$ cat config.mk
export PLATFORM = sky130hd
export DESIGN_NAME = lsi_div
export DESIGN_NICKNAME = d
export VERILOG_FILES = /design/src/sv/lsi_pkg.sv /design/src/sv/lsi_div.sv
export VERILOG_INCLUDE_DIRS = /design/src /design/src/sv
export SDC_FILE = /design/constraint.sdc
export NUM_CORES = 1
export LEC_CHECK = 0
export ABC_AREA = 1
export ABC_CLOCK_PERIOD_IN_PS = 4050
export BUFFER_PORTS_ARGS = -buffer_cell sky130_fd_sc_hd__buf_2
export CAP_MARGIN = 20
export CORE_ASPECT_RATIO = 1.1
export CORE_MARGIN = 10
export CORE_UTILIZATION = 59
export DETAILED_ROUTE_END_ITERATION = 6
export GPL_TIMING_DRIVEN = 0
export PLACE_DENSITY = 0.89
export SYNTH_ARGS = -nofsm -noshare
export SYNTH_HDL_FRONTEND = slang
export SYNTH_SLANG_ARGS = --single-unit
$ cat constraint.sdc
create_clock -name clk_i -period 4.05 [get_ports clk_i]
set_clock_uncertainty 0.2 [all_clocks]
set_input_delay 0.405 -clock clk_i [delete_from_list [all_inputs] [get_ports clk_i]]
set_output_delay 0.405 -clock clk_i [all_outputs]
set_load 0.02 [all_outputs]
$ cat src/sv/assert_macros.svh
// Assertion macros shared by the interpolator RTL.
// Depends on clk_i and rst_ni existing in the module that includes it.
`ifndef ASSERT_MACROS_SVH
`define ASSERT_MACROS_SVH

// Clocked assertion, disabled while reset is held.
`define LSI_ASSERT(lbl, prop) \
  lbl: assert property (@(posedge clk_i) disable iff (!rst_ni) prop) \
    else $error("lsi assertion failed");

// Same-cycle implication.
`define LSI_ASSERT_IMP(lbl, ante, cons) `LSI_ASSERT(lbl, (ante) |-> (cons))

`endif

$ cat src/sv/lsi_pkg.sv
// Package for the line step interpolator: constants, types, state codes.
// No dependencies.
package lsi_pkg;

  localparam int FRAC_BITS       = 8;
  localparam int PARAM_FRAC_BITS = 30;
  localparam int UW              = PARAM_FRAC_BITS + 4;   // path parameter width
  localparam int LP_W            = 36;                    // line point magnitude width
  localparam int DW              = 40;                    // signed difference width
  localparam int DIST_W          = 31;

  localparam logic [UW-1:0]     U_MAX    = {UW{1'b1}};
  localparam logic [UW-1:0]     U_ONE    = UW'(1) << PARAM_FRAC_BITS;
  localparam logic [DIST_W-1:0] DIST_MAX = {DIST_W{1'b1}};

  typedef enum logic {
    ACT_LOAD    = 1'b0,
    ACT_ADVANCE = 1'b1
  } action_e;

  typedef enum logic [1:0] {
    SH_0  = 2'd0,
    SH_32 = 2'd1,
    SH_64 = 2'd2
  } mac_sh_e;

  typedef struct packed {
    logic    en;
    logic    clr;
    mac_sh_e sh;
  } mac_op_t;

  typedef enum logic [3:0] {
    S_IDLE,
    S_LP1,
    S_G1,
    S_SQ,
    S_BIG,
    S_SEL,
    S_DIV,
    S_LP2,
    S_OUT
  } state_e;

endpackage

$ cat src/sv/lsi_div.sv
// Restoring divider: (dist << PARAM_FRAC_BITS) / mag, one quotient bit a cycle.
// Depends on lsi_pkg. Caller guarantees dist < 16 * mag.
module lsi_div (
  input  logic                              clk_i,
  input  logic                              rst_ni,
  input  logic                              start_i,
  input  logic [lsi_pkg::DIST_W-1:0]        dist_i,
  input  logic [31:0]                       mag_i,
  output logic                              done_o,
  output logic [lsi_pkg::UW-1:0]            quot_o
);

  logic                       busy_q;
  logic                       done_q;
  logic [5:0]                 bit_q;
  logic [32:0]                rem_q;
  logic [lsi_pkg::UW-1:0]     quot_q;
  logic [lsi_pkg::DIST_W-1:0] dist_q;
  logic [31:0]                mag_q;
  logic [5:0]                 off;
  logic                       dbit;
  logic [32:0]                rem_sh;
  logic                       fits;

  // dividend bit: dist shifted up by the fraction width
  assign off    = bit_q - 6'(lsi_pkg::PARAM_FRAC_BITS);
  assign dbit   = (bit_q >= 6'(lsi_pkg::PARAM_FRAC_BITS)) ? dist_q[off[4:0]] : 1'b0;
  assign rem_sh = {rem_q[31:0], dbit};
  assign fits   = rem_sh >= {1'b0, mag_q};

  always_ff @(posedge clk_i or negedge rst_ni) begin
    if (!rst_ni) begin
      busy_q <= 1'b0;
      done_q <= 1'b0;
      bit_q  <= '0;
    end else begin
      done_q <= 1'b0;
      if (start_i) begin
        busy_q <= 1'b1;
        bit_q  <= 6'(lsi_pkg::UW - 1);
      end else if (busy_q) begin
        bit_q <= bit_q - 6'd1;
        if (bit_q == 6'd0) begin
          busy_q <= 1'b0;
          done_q <= 1'b1;
        end
      end
    end
  end

  always_ff @(posedge clk_i) begin
    if (start_i) begin
      dist_q <= dist_i;
      mag_q  <= mag_i;
      rem_q  <= 33'(dist_i >> (lsi_pkg::UW - lsi_pkg::PARAM_FRAC_BITS));
      quot_q <= '0;
    end else if (busy_q) begin
      rem_q  <= fits ? (rem_sh - {1'b0, mag_q}) : rem_sh;
      quot_q <= {quot_q[lsi_pkg::UW-2:0], fits};
    end
  end

  assign done_o = done_q;
  assign quot_o = quot_q;

  `include "assert_macros.svh"

  `LSI_ASSERT_IMP(a_start_idle, start_i, !busy_q)
  `LSI_ASSERT(a_done_end, done_q |-> $past(busy_q) && !busy_q)
  `LSI_ASSERT_IMP(a_rem_below, busy_q, rem_q < {1'b0, mag_q})

endmodule

==> metrics.md <==
| Metric | Value |
|---|---|
| Crit path required time | 4.03 ns |
| Crit Path Category | reg2reg |
| Post-layout instance area | 10200 um^2 |
| Syn Inst Count | 1051 |
| Core region area | 13700 um^2 |
| Gr busiest metal | met2 |
| Mux contribution to synthesized area | 0% |
| R2R setup slack | 0.20 ns |
| Crit-path max FO | 13 |
| GRT Util Overall | 26.1% |
| Simple-gate share of the synthesized area | 30.3% |
| GR Util met1 | 30.6% |
| Setup Total Neg Slack | 0 ns |
| Io pins | 101 |
| Vias per inst | 5.42 |
| Critical Path Source Type | register |
| Count of final hold-check violations | 0 |
| Iter 0 DRT Violations | 719 |
| Nets | 1340 |
| Post-DP HPWL | 17.3 mm |
| Number of synthesis warnings | 0 |
| DP Cell Count | 1340 |
| Clock root buffer | clkbuf_16 |
| Share of cells above drive strength 1 | 16.3% |
| Initial antenna violation count | 1 |
| Die Wd | 132 um |
| CP Capture Type | register |
| First-pass GRT wire length | 38.8 mm |
| Detailed Routing Iterations Pass 1 | 5 |
| Total power | 6.39 mW |
| # Max-Cap Violations | 0 |
| GR Util met2 | 44.5% |
| Worst setup margin | 0.198 ns |
| Total gr overflow | 0 |
| Period utilisation layout | 95.1% |
| Synth Area in Adders | 6.07% |
| Min Tclk post-route | 3.85 ns |
| Worst path arrival time | 3.83 ns |
| Clock Path Buffers | 2 |
| Worst-margin pin slew | 0.949 ns |
| Post-Syn Area | 8160 um^2 |
| Die Ht | 143 um |
| Synth Area in XOR/XNOR | 1.61% |
| Area delta synth->final | 24.4% |
| Die area | 18900 um^2 |
| Vias | 7785 |
| GR Util met3 | 5.76% |
| Slew margin rel. | 36.7% |
| # setup viols final | 0 |
| Post-place setup slack | 0.0187 ns |
| Synth cell types | 38 |
| Status | complete, no violations |
| Compound-gate portion of the synthesized area | 5.81% |
| Post-route ant nets | 0 |
| Cell Rows | 45 |
| Post-Layout Cell Count | 1437 |
| # DRC | 0 |
| PwrDens | 630 nW/um^2 |
| Fillers | 1035 |
| Clock Sinks | 137 |
| Sequential area share after synthesis | 45.1% |
| GP Congestion | 0.976 |
| CTS tree | done |
| Placed inst area | 8920 um^2 |
| IO buf count | 100 |
| Yosys reg bits | 137 |
| Hold crit path type | in2async |
| Largest family of logic cells by synthesized area | simple AND/OR/NAND/NOR gates |
| Pins over their slew limit | 0 |
| Reg clk slew, reported paths | 0.07 ns |
| Number of global-route vias before repair | 7471 |
| Largest net degree at the start of global routing | 39 |
| Leak pwr | 5.11 nW |
| Initial Util | 59.7% |
| Upper clock frequency limit | 260 MHz |
| Routed len/inst | 17.2 um |
| Worst-Skew Late Latency | 0.44 ns |
| Drt total wl | 24.7 mm |
| H-tree levels | 4 |
| Avg Cell Area, Syn | 7.77 um^2 |
| Max IR drop VDD | 0.372 mV |
| Mapped Nets | 1156 |
| TritonCTS Buffers | 17 |
timing repair:
action | in CTS | in global routing
buffers inserted | 0 | 0
setup endpoints to repair | 3 | 26
hold buffers | 64 | 0
hold endpoints to repair | 71 | 0
resized for setup | 2 | 9
per-layer routing:
layer	wire, um	up-vias
met1	9790	3609
li1	-	3727
met2	11900	372
met5	0	-
met3	1980	77
met4	1010	0
registers in the layout (all words and copies together), names as in the netlist:
signal,flops
bit_q,6
busy_q,1
dist_q,31
done_o,1
mag_q,32
quot_o,34
rem_q,32
final timing paths:
path                       depth (start not counted)                   start                      to
hold reg to reg                                    2  rem_q[29]$_SDFFE_PP0P_  rem_q[29]$_SDFFE_PP0P_
max in group asynchronous                          2                  rst_ni    bit_q[5]$_DFFE_PN0P_
hold / removal                                     2                  rst_ni    bit_q[2]$_DFFE_PN0P_
min in group clk_i                                 2  rem_q[29]$_SDFFE_PP0P_  rem_q[29]$_SDFFE_PP0P_
setup reg to reg                                  22    bit_q[1]$_DFFE_PN0P_     rem_q[12]$_DFFE_PP_
setup / recovery                                  22    bit_q[1]$_DFFE_PN0P_     rem_q[12]$_DFFE_PP_
cell usage after synthesis (all sizes together):
master / number / area (um^2)
o21a: 1 / 7.51
a21o: 2 / 15.0
nand3: 84 / 448
nand4: 5 / 31.3
nor2: 54 / 213
edfxtp: 90 / 2700
ha: 38 / 475
o21ai: 14 / 70.1
a31oi: 1 / 6.26
nor3: 9 / 45.0
nor4: 1 / 6.26
o21bai: 2 / 15.0
nand3b: 35 / 330
buf: 19 / 143
xor2: 1 / 8.76
a21oi: 30 / 154
dfxtp: 39 / 781
clkinv: 3 / 11.3
dfrtp: 8 / 200
nand2: 368 / 1400
xnor2: 14 / 123
o22ai: 33 / 206
inv: 190 / 713
clkbuf: 9 / 33.8
fa: 1 / 20.0
layout make-up:
cell class	instances	area, um^2	share of cell area [%]
timing repair buffer	165	1160	11.4
clock inverter	14	126	1.24
antenna	1	2.50	0.0246
multi-input combinational	693	3610	35.5
inverter	193	724	7.13
tap	188	235	2.32
buffer	28	183	1.80
sequential	137	3680	36.3
clock buffer	18	429	4.23
cells by family (layout without fill, tap and decap cells):
| kind of cell | after synthesis | in the layout |
|---|---|---|
| other | 0 | 1 |
| AO/OA/AOI/OAI | 83 | 83 |
| adder cells (fa/ha/maj) | 39 | 39 |
| flip-flops | 137 | 137 |
| XOR/XNOR | 15 | 15 |
| buffers and inverters | 221 | 418 |
| AND/OR/NAND/NOR | 556 | 556 |
stage by stage:
step           hold WS (ns)  util [%]
3_5_place_dp         0.0656      65.2
4_1_cts               0.139      74.0
2_1_floorplan       -0.0906         -
6_report              0.161      74.2
5_1_grt               0.171      74.2
3_3_place_gp         0.0583      65.0
critical path: stages (launching register included):
cell and delay [ns]:
dfrtp_1 0.39, buf_4 0.19, inv_1 0.09, buf_4 0.20
ha_4 0.31, inv_1 0.09, nand3_1 0.12, nand3_1 0.11
nand3_1 0.12, nand3_2 0.11, ha_2 0.21, fa_1 0.40
inv_1 0.10, nand3_1 0.09, nand3_2 0.10, nand2_1 0.07
nand2_2 0.13, nand2_1 0.07, nand2_1 0.15, xnor2_1 0.15
nand2_1 0.08, nand3_1 0.08, nand2_1 0.06
report_power, final:
group	total (mW)	internal, mW	leakage, nW	switching (mW)
logic	2.99	1.11	3.52	1.89
registers	1.91	1.76	1.32	0.150
clock network	1.50	0.810	0.270	0.686
total	6.39	3.67	5.11	2.72
cell usage in the layout, fill, tap and decap left out, types with 5 or more instances in the layout:
master,count
edfxtp_1,90
dfxtp_1,39
o21ai_0,11
nand2_1,359
clkbuf_16,17
buf_2,107
a21oi_1,29
nand3b_1,17
inv_1,177
ha_1,36
nand2_2,8
nand4_1,5
nand3b_2,18
nand3_1,78
nor2_1,50
xnor2_1,14
dlygate4sd3_1,64
inv_2,13
nand3_2,5
inv_6,6
o22ai_1,33
dfrtp_1,8
nor3_1,9
clkbuf_1,9
(Power assumes the default switching activity.)
